**src/rtl/assert_macros.svh**
```systemverilog
// Assertion macros shared by the replay check RTL.
// Needs clk_i and rst_ni in the scope of each use.
`ifndef ASSERT_MACROS_SVH
`define ASSERT_MACROS_SVH

// Plain property, checked on every rising edge out of reset
`define PFRC_ASSERT(lbl, prop, msg) \
  lbl: assert property (@(posedge clk_i) disable iff (!rst_ni) (prop)) else $error(msg);

// Same-cycle implication
`define PFRC_ASSERT_IMP(lbl, ante, cons, msg) \
  lbl: assert property (@(posedge clk_i) disable iff (!rst_ni) (ante) |-> (cons)) \
    else $error(msg);

`endif

```
**src/rtl/pfrc_pkg.sv**
```systemverilog
// Shared types and codes of the provisioning frame replay check.
// No dependencies; used by the parser, the window cells and the top level.
package pfrc_pkg;

  // Byte roles
  localparam logic [1:0] ROLE_HDR  = 2'd0;
  localparam logic [1:0] ROLE_NAME = 2'd1;
  localparam logic [1:0] ROLE_PASS = 2'd2;

  // Verdict codes
  localparam logic [2:0] VERDICT_ACCEPT   = 3'd0;
  localparam logic [2:0] VERDICT_MALFORM  = 3'd1;
  localparam logic [2:0] VERDICT_LIFETIME = 3'd2;
  localparam logic [2:0] VERDICT_REPLAY   = 3'd3;
  localparam logic [2:0] VERDICT_FULL     = 3'd4;
  localparam logic [2:0] VERDICT_FORGET   = 3'd5;

  // Configuration register indexes
  localparam logic [1:0] CFG_MAX_SSID = 2'd0;
  localparam logic [1:0] CFG_MAX_PWD  = 2'd1;

  // Largest lifetime in seconds
  localparam int unsigned MAX_LIFE_S = 60;

  // Scan token handed from cell to cell
  typedef struct packed {
    logic valid;
    logic replayed;
    logic found;
  } probe_t;

  localparam probe_t PROBE_FRESH = '{valid: 1'b1, replayed: 1'b0, found: 1'b0};
  localparam probe_t PROBE_NONE  = '{valid: 1'b0, replayed: 1'b0, found: 1'b0};

  // Per-byte result of the parser
  typedef struct packed {
    logic [1:0]  role;
    logic [2:0]  verdict;
    logic [31:0] ttl_ms;
    logic [63:0] nonce;
  } frame_res_t;

endpackage

```
**src/rtl/pfrc_parser.sv**
```systemverilog
// Frame parser: tracks the field being received and gives each byte's role
// and, on the final byte, the verdict before the replay scan. Uses pfrc_pkg.
module pfrc_parser (
  input  logic                clk_i,
  input  logic                rst_ni,
  input  logic                accept_i,
  input  logic [7:0]          frame_byte_i,
  input  logic                frame_last_i,
  input  logic signed [63:0]  epoch_seconds_i,
  input  logic [5:0]          max_ssid_i,
  input  logic [6:0]          max_pwd_i,
  output pfrc_pkg::frame_res_t res_o
);

  // Parse phases
  localparam logic [2:0] PH_HEAD  = 3'd0;
  localparam logic [2:0] PH_LIFE  = 3'd1;
  localparam logic [2:0] PH_NONCE = 3'd2;
  localparam logic [2:0] PH_SLEN  = 3'd3;
  localparam logic [2:0] PH_SSID  = 3'd4;
  localparam logic [2:0] PH_PLEN  = 3'd5;
  localparam logic [2:0] PH_PASS  = 3'd6;
  localparam logic [2:0] PH_END   = 3'd7;

  // Frame error codes
  localparam logic [1:0] ERR_NONE     = 2'd0;
  localparam logic [1:0] ERR_MALFORM  = 2'd1;
  localparam logic [1:0] ERR_LIFETIME = 2'd2;

  localparam logic [6:0] POS_MAX = 7'd127;

  logic [2:0]  phase_q, phase_d;
  logic [6:0]  pos_q, pos_d;
  logic [1:0]  fmt_q, fmt_d;
  logic [63:0] exp_q, exp_d;
  logic [63:0] nonce_q, nonce_d;
  logic [6:0]  rem_q, rem_d;
  logic [1:0]  err_q, err_d;

  logic [6:0]  head;
  logic [2:0]  k_nonce;
  logic [2:0]  k_life;
  logic [1:0]  role;
  logic        forget;
  logic        complete;
  logic [63:0] diff;
  logic        life_bad;
  logic [2:0]  verdict;
  logic [31:0] ttl_ms;

  assign head    = (fmt_q == 2'd1) ? 7'd9 : 7'd2;
  assign k_nonce = 3'(pos_q - head);
  assign k_life  = 3'(pos_q - 7'd1);
  assign pos_d   = (pos_q < POS_MAX) ? pos_q + 7'd1 : pos_q;

  // Next parse state for the current byte
  always_comb begin
    phase_d = phase_q;
    fmt_d   = fmt_q;
    exp_d   = exp_q;
    nonce_d = nonce_q;
    rem_d   = rem_q;
    err_d   = err_q;
    role    = pfrc_pkg::ROLE_HDR;
    forget  = 1'b0;
    unique case (phase_q)
      PH_HEAD: begin
        fmt_d = (frame_byte_i == 8'd1) ? 2'd1 : (frame_byte_i == 8'd2) ? 2'd2 : 2'd0;
        if (fmt_d == 2'd0) begin
          err_d   = ERR_MALFORM;
          phase_d = PH_END;
        end else begin
          phase_d = PH_LIFE;
        end
      end
      PH_LIFE: begin
        forget = (pos_q == 7'd1) && (frame_byte_i == 8'd0);
        if (fmt_q == 2'd1) begin
          exp_d = exp_q | ({56'd0, frame_byte_i} << {k_life, 3'b000});
          if (pos_q >= 7'd8) phase_d = PH_NONCE;
        end else begin
          exp_d = {56'd0, frame_byte_i};
          if (((frame_byte_i == 8'd0) || (frame_byte_i > 8'(pfrc_pkg::MAX_LIFE_S)))
              && (err_q == ERR_NONE)) begin
            err_d = ERR_LIFETIME;
          end
          phase_d = PH_NONCE;
        end
      end
      PH_NONCE: begin
        nonce_d = nonce_q | ({56'd0, frame_byte_i} << {k_nonce, 3'b000});
        if (k_nonce == 3'd7) phase_d = PH_SLEN;
      end
      PH_SLEN: begin
        if ((frame_byte_i == 8'd0) || (frame_byte_i > {2'b00, max_ssid_i})) begin
          err_d   = ERR_MALFORM;
          phase_d = PH_END;
        end else begin
          rem_d   = frame_byte_i[6:0];
          phase_d = PH_SSID;
        end
      end
      PH_SSID: begin
        role  = pfrc_pkg::ROLE_NAME;
        rem_d = rem_q - 7'd1;
        if (rem_d == 7'd0) phase_d = PH_PLEN;
      end
      PH_PLEN: begin
        if (frame_byte_i > {1'b0, max_pwd_i}) begin
          err_d   = ERR_MALFORM;
          phase_d = PH_END;
        end else begin
          rem_d   = frame_byte_i[6:0];
          phase_d = (frame_byte_i == 8'd0) ? PH_END : PH_PASS;
        end
      end
      PH_PASS: begin
        role  = pfrc_pkg::ROLE_PASS;
        rem_d = rem_q - 7'd1;
        if (rem_d == 7'd0) phase_d = PH_END;
      end
      default: begin
        // bytes past the end of the frame
        err_d = ERR_MALFORM;
      end
    endcase
  end

  // Lifetime check and verdict for a final byte
  assign complete = (phase_d == PH_END) && (err_d != ERR_MALFORM);
  assign diff     = exp_d - $unsigned(epoch_seconds_i);
  assign life_bad = (epoch_seconds_i == 64'sd0) || (epoch_seconds_i < 64'sd0) ||
                    ($signed(exp_d) < epoch_seconds_i) ||
                    (diff > 64'(pfrc_pkg::MAX_LIFE_S));

  always_comb begin
    verdict = pfrc_pkg::VERDICT_ACCEPT;
    ttl_ms  = '0;
    if (forget) begin
      verdict = pfrc_pkg::VERDICT_FORGET;
    end else if (!complete) begin
      verdict = pfrc_pkg::VERDICT_MALFORM;
    end else if (fmt_d == 2'd1) begin
      if (life_bad) verdict = pfrc_pkg::VERDICT_LIFETIME;
      else ttl_ms = 32'({10'd0, diff[7:0]} * 18'd1000);
    end else if (err_d == ERR_LIFETIME) begin
      verdict = pfrc_pkg::VERDICT_LIFETIME;
    end else begin
      ttl_ms = 32'({10'd0, exp_d[7:0]} * 18'd1000);
    end
  end

  assign res_o = '{role: role, verdict: verdict, ttl_ms: ttl_ms, nonce: nonce_q};

  // Frame state; cleared after each final byte
  always_ff @(posedge clk_i or negedge rst_ni) begin
    if (!rst_ni) begin
      phase_q <= PH_HEAD;
      pos_q   <= '0;
      fmt_q   <= '0;
      exp_q   <= '0;
      nonce_q <= '0;
      rem_q   <= '0;
      err_q   <= ERR_NONE;
    end else if (accept_i) begin
      if (frame_last_i) begin
        phase_q <= PH_HEAD;
        pos_q   <= '0;
        fmt_q   <= '0;
        exp_q   <= '0;
        nonce_q <= '0;
        rem_q   <= '0;
        err_q   <= ERR_NONE;
      end else begin
        phase_q <= phase_d;
        pos_q   <= pos_d;
        fmt_q   <= fmt_d;
        exp_q   <= exp_d;
        nonce_q <= nonce_d;
        rem_q   <= rem_d;
        err_q   <= err_d;
      end
    end
  end

endmodule

```
**src/rtl/pfrc_cell.sv**
```systemverilog
// One replay window slot: holds a nonce, its deadline and a live flag, and
// updates the scan token passing through it. Uses pfrc_pkg.
module pfrc_cell #(
  parameter int unsigned SLOT_W   = 3,
  parameter int unsigned SLOT_IDX = 0
) (
  input  logic                clk_i,
  input  logic                rst_ni,
  input  pfrc_pkg::probe_t    probe_i,
  input  logic [SLOT_W-1:0]   avail_i,
  output pfrc_pkg::probe_t    probe_o,
  output logic [SLOT_W-1:0]   avail_o,
  input  logic [63:0]         nonce_i,
  input  logic [31:0]         now_i,
  input  logic                wr_en_i,
  input  logic [31:0]         wr_deadline_i
);

  logic [63:0]       nonce_q;
  logic [31:0]       deadline_q;
  logic              live_q;
  logic [31:0]       left;
  logic              live;
  logic              hit;
  pfrc_pkg::probe_t  probe_d, probe_q;
  logic [SLOT_W-1:0] avail_d, avail_q;

  // Live while the deadline is not behind the current time
  assign left = deadline_q - now_i;
  assign live = live_q && !left[31];
  assign hit  = live && (nonce_q == nonce_i);

  // Token update
  always_comb begin
    probe_d.valid    = probe_i.valid;
    probe_d.replayed = probe_i.replayed | hit;
    probe_d.found    = probe_i.found | !live;
    avail_d          = (probe_i.found || live) ? avail_i : SLOT_W'(SLOT_IDX);
  end

  always_ff @(posedge clk_i or negedge rst_ni) begin
    if (!rst_ni) begin
      probe_q <= pfrc_pkg::PROBE_NONE;
      live_q  <= 1'b0;
    end else begin
      probe_q <= probe_i.valid ? probe_d : pfrc_pkg::PROBE_NONE;
      if (wr_en_i) live_q <= 1'b1;
    end
  end

  // Slot contents and token payload
  always_ff @(posedge clk_i) begin
    avail_q <= avail_d;
    if (wr_en_i) begin
      nonce_q    <= nonce_i;
      deadline_q <= wr_deadline_i;
    end
  end

  assign probe_o = probe_q;
  assign avail_o = avail_q;

endmodule

```
**src/rtl/provisioning_frame_replay_check.sv**
```systemverilog
// Results: each accepted byte's result is loaded into the output register; for a
//   well-formed final byte it is loaded after the scan, grab and finish states, plus any result stall.
// Throughput: one byte per cycle while in_stall_o is low; a well-formed final byte holds off input
//   while the scan token walks once around the slot ring.
// Reset (rst_ni, async, active low): slots empty, parser at frame start,
//   registers at 32 and 64 bytes. No clearing pass.
module provisioning_frame_replay_check #(
  parameter int unsigned NONCE_SLOTS = 8
) (
  input  logic               clk_i,
  input  logic               rst_ni,
  // frame byte channel
  input  logic               in_valid_i,
  output logic               in_stall_o,
  input  logic [7:0]         frame_byte_i,
  input  logic               frame_last_i,
  input  logic [31:0]        time_ms_i,
  input  logic signed [63:0] epoch_seconds_i,
  // result channel
  output logic               out_valid_o,
  input  logic               out_stall_i,
  output logic [7:0]         byte_echo_o,
  output logic [1:0]         byte_role_o,
  output logic               frame_done_o,
  output logic [2:0]         verdict_o,
  output logic [31:0]        valid_until_ms_o,
  output logic [2:0]         slot_used_o,
  // configuration writes
  input  logic               cfg_valid_i,
  output logic               cfg_ready_o,
  input  logic [1:0]         cfg_index_i,
  input  logic [6:0]         cfg_data_i
);

  localparam int unsigned SlotW = (NONCE_SLOTS > 1) ? $clog2(NONCE_SLOTS) : 1;
  localparam logic [SlotW-1:0] LastSlot = SlotW'(NONCE_SLOTS - 1);

  // Control states
  localparam logic [1:0] ST_IDLE = 2'd0;
  localparam logic [1:0] ST_SCAN = 2'd1;
  localparam logic [1:0] ST_GRAB = 2'd2;
  localparam logic [1:0] ST_FIN  = 2'd3;

  logic [1:0]           state_q, state_d;
  logic [SlotW-1:0]     cnt_q, cnt_d;
  logic [SlotW-1:0]     start_q, start_d;
  logic [5:0]           max_ssid_q;
  logic [6:0]           max_pwd_q;

  logic                 in_fire;
  logic                 out_free;
  pfrc_pkg::frame_res_t pres;

  // frame context held across the scan
  logic [7:0]           ctx_byte_q;
  logic [1:0]           ctx_role_q;
  logic [63:0]          ctx_nonce_q;
  logic [31:0]          ctx_now_q;
  logic [31:0]          ctx_ttl_q;
  logic [31:0]          expires;

  // scan result
  pfrc_pkg::probe_t     res, res_q;
  logic [SlotW-1:0]     res_avail, res_avail_q;

  // output register
  logic                 out_valid_q;
  logic                 out_load;
  logic [7:0]           out_byte_d, out_byte_q;
  logic [1:0]           out_role_d, out_role_q;
  logic                 out_done_d, out_done_q;
  logic [2:0]           out_verdict_d, out_verdict_q;
  logic [31:0]          out_exp_d, out_exp_q;
  logic [2:0]           out_slot_d, out_slot_q;

  // slot ring
  pfrc_pkg::probe_t     probe_in  [NONCE_SLOTS];
  pfrc_pkg::probe_t     probe_out [NONCE_SLOTS];
  logic [SlotW-1:0]     avail_in  [NONCE_SLOTS];
  logic [SlotW-1:0]     avail_out [NONCE_SLOTS];
  logic [NONCE_SLOTS-1:0] probe_vld;
  logic                 inject;
  logic                 wr_en;

  assign out_free   = !out_valid_q || !out_stall_i;
  assign in_stall_o = (state_q != ST_IDLE) || !out_free;
  assign in_fire    = in_valid_i && !in_stall_o;
  assign cfg_ready_o = 1'b1;
  assign expires    = ctx_now_q + ctx_ttl_q;

  // Configuration registers
  always_ff @(posedge clk_i or negedge rst_ni) begin
    if (!rst_ni) begin
      max_ssid_q <= 6'd32;
      max_pwd_q  <= 7'd64;
    end else if (cfg_valid_i && cfg_ready_o) begin
      unique case (cfg_index_i)
        pfrc_pkg::CFG_MAX_SSID: max_ssid_q <= cfg_data_i[5:0];
        pfrc_pkg::CFG_MAX_PWD:  max_pwd_q  <= cfg_data_i;
        default: ;
      endcase
    end
  end

  pfrc_parser u_parser (
    .clk_i,
    .rst_ni,
    .accept_i        (in_fire),
    .frame_byte_i,
    .frame_last_i,
    .epoch_seconds_i,
    .max_ssid_i      (max_ssid_q),
    .max_pwd_i       (max_pwd_q),
    .res_o           (pres)
  );

  // Ring of slot cells; the token enters at the scan start slot and leaves
  // the ring after the cell just before it
  assign inject = (state_q == ST_SCAN) && (cnt_q == '0);
  assign wr_en  = (state_q == ST_FIN) && out_free && !res_q.replayed && res_q.found;

  for (genvar i = 0; i < NONCE_SLOTS; i++) begin : g_cell
    localparam int unsigned Prev = (i == 0) ? NONCE_SLOTS - 1 : i - 1;

    assign probe_in[i] = (start_q != SlotW'(i)) ? probe_out[Prev] :
                         inject ? pfrc_pkg::PROBE_FRESH : pfrc_pkg::PROBE_NONE;
    assign avail_in[i] = avail_out[Prev];
    assign probe_vld[i] = probe_out[i].valid;

    pfrc_cell #(
      .SLOT_W   (SlotW),
      .SLOT_IDX (i)
    ) u_cell (
      .clk_i,
      .rst_ni,
      .probe_i       (probe_in[i]),
      .avail_i       (avail_in[i]),
      .probe_o       (probe_out[i]),
      .avail_o       (avail_out[i]),
      .nonce_i       (ctx_nonce_q),
      .now_i         (ctx_now_q),
      .wr_en_i       (wr_en && (res_avail_q == SlotW'(i))),
      .wr_deadline_i (expires)
    );
  end

  // Pick up the token once it has passed every cell
  always_comb begin
    res       = pfrc_pkg::PROBE_NONE;
    res_avail = '0;
    for (int i = 0; i < NONCE_SLOTS; i++) begin
      if (probe_out[i].valid) begin
        res       = probe_out[i];
        res_avail = avail_out[i];
      end
    end
  end

  // Control sequencer and output register load
  always_comb begin
    state_d       = state_q;
    cnt_d         = cnt_q;
    start_d       = start_q;
    out_load      = 1'b0;
    out_byte_d    = pres.nonce[7:0];
    out_role_d    = pres.role;
    out_done_d    = frame_last_i;
    out_verdict_d = pfrc_pkg::VERDICT_ACCEPT;
    out_exp_d     = '0;
    out_slot_d    = '0;
    unique case (state_q)
      ST_IDLE: begin
        out_byte_d = frame_byte_i;
        if (in_fire) begin
          if (frame_last_i && (pres.verdict == pfrc_pkg::VERDICT_ACCEPT)) begin
            state_d = ST_SCAN;
            cnt_d   = '0;
          end else begin
            out_load      = 1'b1;
            out_verdict_d = frame_last_i ? pres.verdict : pfrc_pkg::VERDICT_ACCEPT;
          end
        end
      end
      ST_SCAN: begin
        cnt_d = cnt_q + 1'b1;
        if (cnt_q == LastSlot) state_d = ST_GRAB;
      end
      ST_GRAB: begin
        state_d = ST_FIN;
      end
      default: begin
        out_byte_d = ctx_byte_q;
        out_role_d = ctx_role_q;
        out_done_d = 1'b1;
        if (res_q.replayed) begin
          out_verdict_d = pfrc_pkg::VERDICT_REPLAY;
        end else if (!res_q.found) begin
          out_verdict_d = pfrc_pkg::VERDICT_FULL;
        end else begin
          out_exp_d  = expires;
          out_slot_d = 3'(res_avail_q);
        end
        if (out_free) begin
          out_load = 1'b1;
          state_d  = ST_IDLE;
          if (wr_en) start_d = (res_avail_q == LastSlot) ? '0 : res_avail_q + 1'b1;
        end
      end
    endcase
  end

  always_ff @(posedge clk_i or negedge rst_ni) begin
    if (!rst_ni) begin
      state_q     <= ST_IDLE;
      cnt_q       <= '0;
      start_q     <= '0;
      out_valid_q <= 1'b0;
      res_q       <= pfrc_pkg::PROBE_NONE;
    end else begin
      state_q <= state_d;
      cnt_q   <= cnt_d;
      start_q <= start_d;
      if (out_load) out_valid_q <= 1'b1;
      else if (!out_stall_i) out_valid_q <= 1'b0;
      if (state_q == ST_GRAB) res_q <= res;
    end
  end

  // Payload registers
  always_ff @(posedge clk_i) begin
    if (in_fire) begin
      ctx_byte_q  <= frame_byte_i;
      ctx_role_q  <= pres.role;
      ctx_nonce_q <= pres.nonce;
      ctx_now_q   <= time_ms_i;
      ctx_ttl_q   <= pres.ttl_ms;
    end
    if (state_q == ST_GRAB) res_avail_q <= res_avail;
    if (out_load) begin
      out_byte_q    <= out_byte_d;
      out_role_q    <= out_role_d;
      out_done_q    <= out_done_d;
      out_verdict_q <= out_verdict_d;
      out_exp_q     <= out_exp_d;
      out_slot_q    <= out_slot_d;
    end
  end

  assign out_valid_o      = out_valid_q;
  assign byte_echo_o      = out_byte_q;
  assign byte_role_o      = out_role_q;
  assign frame_done_o     = out_done_q;
  assign verdict_o        = out_verdict_q;
  assign valid_until_ms_o = out_exp_q;
  assign slot_used_o      = out_slot_q;

  // Assertions
  `include "assert_macros.svh"

  `PFRC_ASSERT(a_one_token, $onehot0(probe_vld), "more than one scan token in the ring")
  `PFRC_ASSERT_IMP(a_token_home, state_q == ST_GRAB, $onehot(probe_vld), "scan token lost")
  `PFRC_ASSERT_IMP(a_mid_frame_quiet, out_valid_o && !frame_done_o, (verdict_o == pfrc_pkg::VERDICT_ACCEPT) && (valid_until_ms_o == '0) && (slot_used_o == '0), "verdict fields set before the final byte")

endmodule

```
**config.mk**
```make
export PLATFORM = sky130hd
export DESIGN_NAME = provisioning_frame_replay_check
export DESIGN_NICKNAME = d
export VERILOG_FILES = /design/src/rtl/pfrc_pkg.sv /design/src/rtl/pfrc_parser.sv /design/src/rtl/pfrc_cell.sv /design/src/rtl/provisioning_frame_replay_check.sv
export VERILOG_INCLUDE_DIRS = /design/src /design/src/rtl
export SDC_FILE = /design/constraint.sdc
export NUM_CORES = 2
export LEC_CHECK = 0
export BUFFER_PORTS_ARGS = -buffer_cell sky130_fd_sc_hd__buf_2
export CORE_ASPECT_RATIO = 1.4
export CORE_MARGIN = 2
export CORE_UTILIZATION = 30
export CTS_CLUSTER_SIZE = 16
export DETAILED_ROUTE_END_ITERATION = 7
export SLEW_MARGIN = 20
export SYNTH_ARGS = -nofsm -noshare
export SYNTH_HDL_FRONTEND = slang
export SYNTH_SLANG_ARGS = --single-unit
export TNS_END_PERCENT = 5
```
**constraint.sdc**
```tcl
create_clock -name clk_i -period 9.1 [get_ports clk_i]
set_input_delay 0.455 -clock clk_i [delete_from_list [all_inputs] [get_ports clk_i]]
set_output_delay 0.455 -clock clk_i [all_outputs]
set_load 0.02 [all_outputs]
```
==> impl_metrics.ini <==
[synthesis]
ys_ff_latch = 1170
synth.area.top_cells = edfxtp_1 47%, ha_1 8.9%, dfrtp_1 8.5%
seq_area_frac_synth = 0.568
synth_fp_nets = 5415
synth-main-ff-cell = edfxtp_1
yosysWarnings = 0
avgSynthCellArea_sq_um = 12.4
async_flop_share = 0.175
yosysMostFrequentCell = edfxtp_1
synthTopCellsByCount = 941 x edfxtp_1, 426 x ha_1, 339 x xor2_1
netlist.area_leader.share = 0.474
synth_top_area_cell = edfxtp_1
netlist_instances = 4823
synth-edff-count = 941
synth.distinct_cells = 90
syn_area_sq_um = 59600

[worst_setup_path]
path_depth = 26
r2r-end = valid_until_ms_o[0]
critical_path.endpoint_type = register
critical_path.top_delay_family = simple AND/OR/NAND/NOR gates
slowest_stage = or4b_2
cpPeakStageDelay_ns = 0.71
cp_max_fo = 35
r2r_cells = 26
cp.required_ns = 9.50
ff2ff_setup_slack_ns = 0.88
reg2reg_from = u_parser.pos_q[0]
cp-start-kind = register
worstSetupStartpoint = u_parser.pos_q[0]
crit_end = valid_until_ms_o[0]
critPathKind = reg2reg
arrival_ns = 8.62
cp_common_cell = ha_1
cp.buffers_inverters = 4

[cts]
worstSkewPairLatency_ns = 0.76
cts-root-buf = clkbuf_16
clkTransAtPathRegs_ns = 0.07
post_cts_resized = 0
cts_made_buffers = 112
cts_tree = yes
cts-htree-levels = 3
cts_setup_buffers = 0
cts_buffer_depth = 3
cts_num_sinks = 1170

[floorplanning]
io_pins = 171
dieArea_sq_um = 202000
die_w_microns = 381
core_sq_um = 198000
initial_utilization = 0.302
die_h_microns = 531
rows = 193

[route]
drtAntennaViolNets = 0
wirelength_microns = 180000
drc = 0
first_pass_iters = 6
vias = 39700
via_per_inst = 5.09
wl_per_cell_microns = 23.1
drt_iter0_drc = 3013

[cells_and_area]
stdcell_area_sq_um = 68100
multi_input_area_sq_um = 24100
syn_to_final_growth_pct = 14.3
drive_gt1_frac = 0.103
fill_cells = 19500
regArea_sq_um = 33900
final_nets = 5653

[timing]
hold_viol = 0
skew_ns = 0.0749
timing.setup.tns_ns = 0
setup_violations = 0
fmax_mhz = 122
tightest_slew_ns = 1.17
period_share = 0.903
rsz0062_at_grt = false
drv_slew = 0
slew_headroom = 0.215
period_minus_slack_ns = 8.22

[power_and_ir_drop]
power.density_nw_per_um2 = 335
netSwitchingPower_w = 0.00916
leakage_nw = 26.5
p_int_w = 0.0136
swShare = 0.402
pwr-share-seq = 0.310
comb_power_share = 0.475
clkPwrFrac = 0.216
ir_drop_mv = 0.806

[placement]
port_buffers = 169
gp_congestion = 0.987
post-dp-hpwl_microns = 129000
dpl-instance-area_sq_um = 63900

[job]
drv_cap = 0

[grt]
overflow = 0
grt.total_usage = 0.173
grt_pass1_wl_microns = 264000
antenna_found_initial = 10
grt_pass1_vias = 39600
grt_max_degree = 86

[status]
status = completed

[min_path]
min_path_type = in2reg
[power by group through the flow]
stage / Clock, W / Combinational [W] / Sequential [W]
3_3_place_gp: 0 / 0.0109 / 0.00715
4_1_cts: 0.00502 / 0.0110 / 0.00705
6_report: 0.00492 / 0.0108 / 0.00706
2_1_floorplan: 0 / 0.00762 / 0.00718
5_1_grt: 0.00522 / 0.0121 / 0.00712
3_5_place_dp: 0 / 0.0109 / 0.00716
[sequential cells by signal, indices dropped and copies added, names as in the netlist, 6 cells and up]
signal,count
byte_echo_o,8
ctx_byte_q,8
ctx_nonce_q,64
ctx_now_q,32
ctx_ttl_q,15
g_cell.u_cell.avail_o,24
g_cell.u_cell.deadline_q,256
g_cell.u_cell.live_q,8
g_cell.u_cell.nonce_q,512
g_cell.u_cell.probe_o,24
max_pwd_q,7
max_ssid_q,6
u_parser.exp_q,64
u_parser.nonce_q,64
u_parser.pos_q,7
u_parser.rem_q,7
valid_until_ms_o,32
[per-stage QoR]
step,worst slack [ns],hold WS [ns],total power [W],std cells,utilization
global route,0.379,0.0198,0.0245,7791,0.345
floorplan,1.45,0.159,0.0148,4823,-
finish,0.879,0.0410,0.0228,7795,0.345
global placement,1.19,0.424,0.0181,7544,0.323
detailed placement,0.921,0.425,0.0180,7544,0.323
CTS,0.872,0.00103,0.0230,7790,0.345
[placed cells by master, fill, tap and decap left out, types with 102 or more instances in the layout]
master       n
nor2_1     302
edfxtp_1   941
a21o_1     128
o21ai_0    154
xnor2_1    248
dfrtp_1    203
inv_1      257
nand2_1    199
a21oi_1    331
clkbuf_16  112
buf_4      102
nor4_1     137
xor2_1     339
nand4_1    152
ha_1       426
buf_2      168
[logic make-up (layout without fill, tap and decap cells)]
| kind of cell | Yosys count | count (layout) | synth area share |
|---|---|---|---|
| xor gates and xnor gates | 587 | 587 | 0.0863 |
| buffers and inverters | 441 | 776 | 0.0283 |
| DFF | 1170 | 1170 | 0.568 |
| and+or+nand+nor | 1120 | 1120 | 0.0964 |
| muxes | 33 | 33 | 0.00601 |
| other | 1 | 6 | 0.0000629 |
| AOI/OAI and AO/OA | 998 | 998 | 0.109 |
| adders and majority gates | 473 | 473 | 0.105 |
[per-layer routing]
layer  global-route usage  vias up  share of wire
met5                    0        -        0.00017
met3               0.0220      307          0.050
li1                     -    18300              -
met1                0.213    19900           0.41
met4               0.0723        4          0.043
met2                0.303     1211           0.50
[worst min-delay path by stage]
stage,startpoint,end,slack (ns),cells after the start
2_1_floorplan,rst_ni,cnt_q[0],0.16,0
3_5_place_dp,g_cell[1].u_cell.avail_o[1],g_cell[2].u_cell.avail_o[1],0.43,1
6_report,time_ms_i[14],ctx_now_q[14],0.04,1
5_1_grt,time_ms_i[12],ctx_now_q[12],0.02,1
3_3_place_gp,g_cell[2].u_cell.avail_o[1],g_cell[3].u_cell.avail_o[1],0.42,1
4_1_cts,time_ms_i[15],ctx_now_q[15],0.001,1
[what timing repair did]
item                                   CTS  global route
setup endpoints to repair                0             0
hold buffers                            35             0
endpoints found under the hold margin  123             0
[final cells by class]
cell class / instances / share of cell area
multi-input cells: 3212 / 0.354
well taps: 2632 / 0.0484
inverters: 259 / 0.0143
repair buffers: 306 / 0.0290
clock inverters: 57 / 0.0115
flip-flops and latches: 1170 / 0.497
diodes: 5 / 0.000184
clock buffers: 154 / 0.0452
Note: power is estimated with default switching activity, not from simulation.
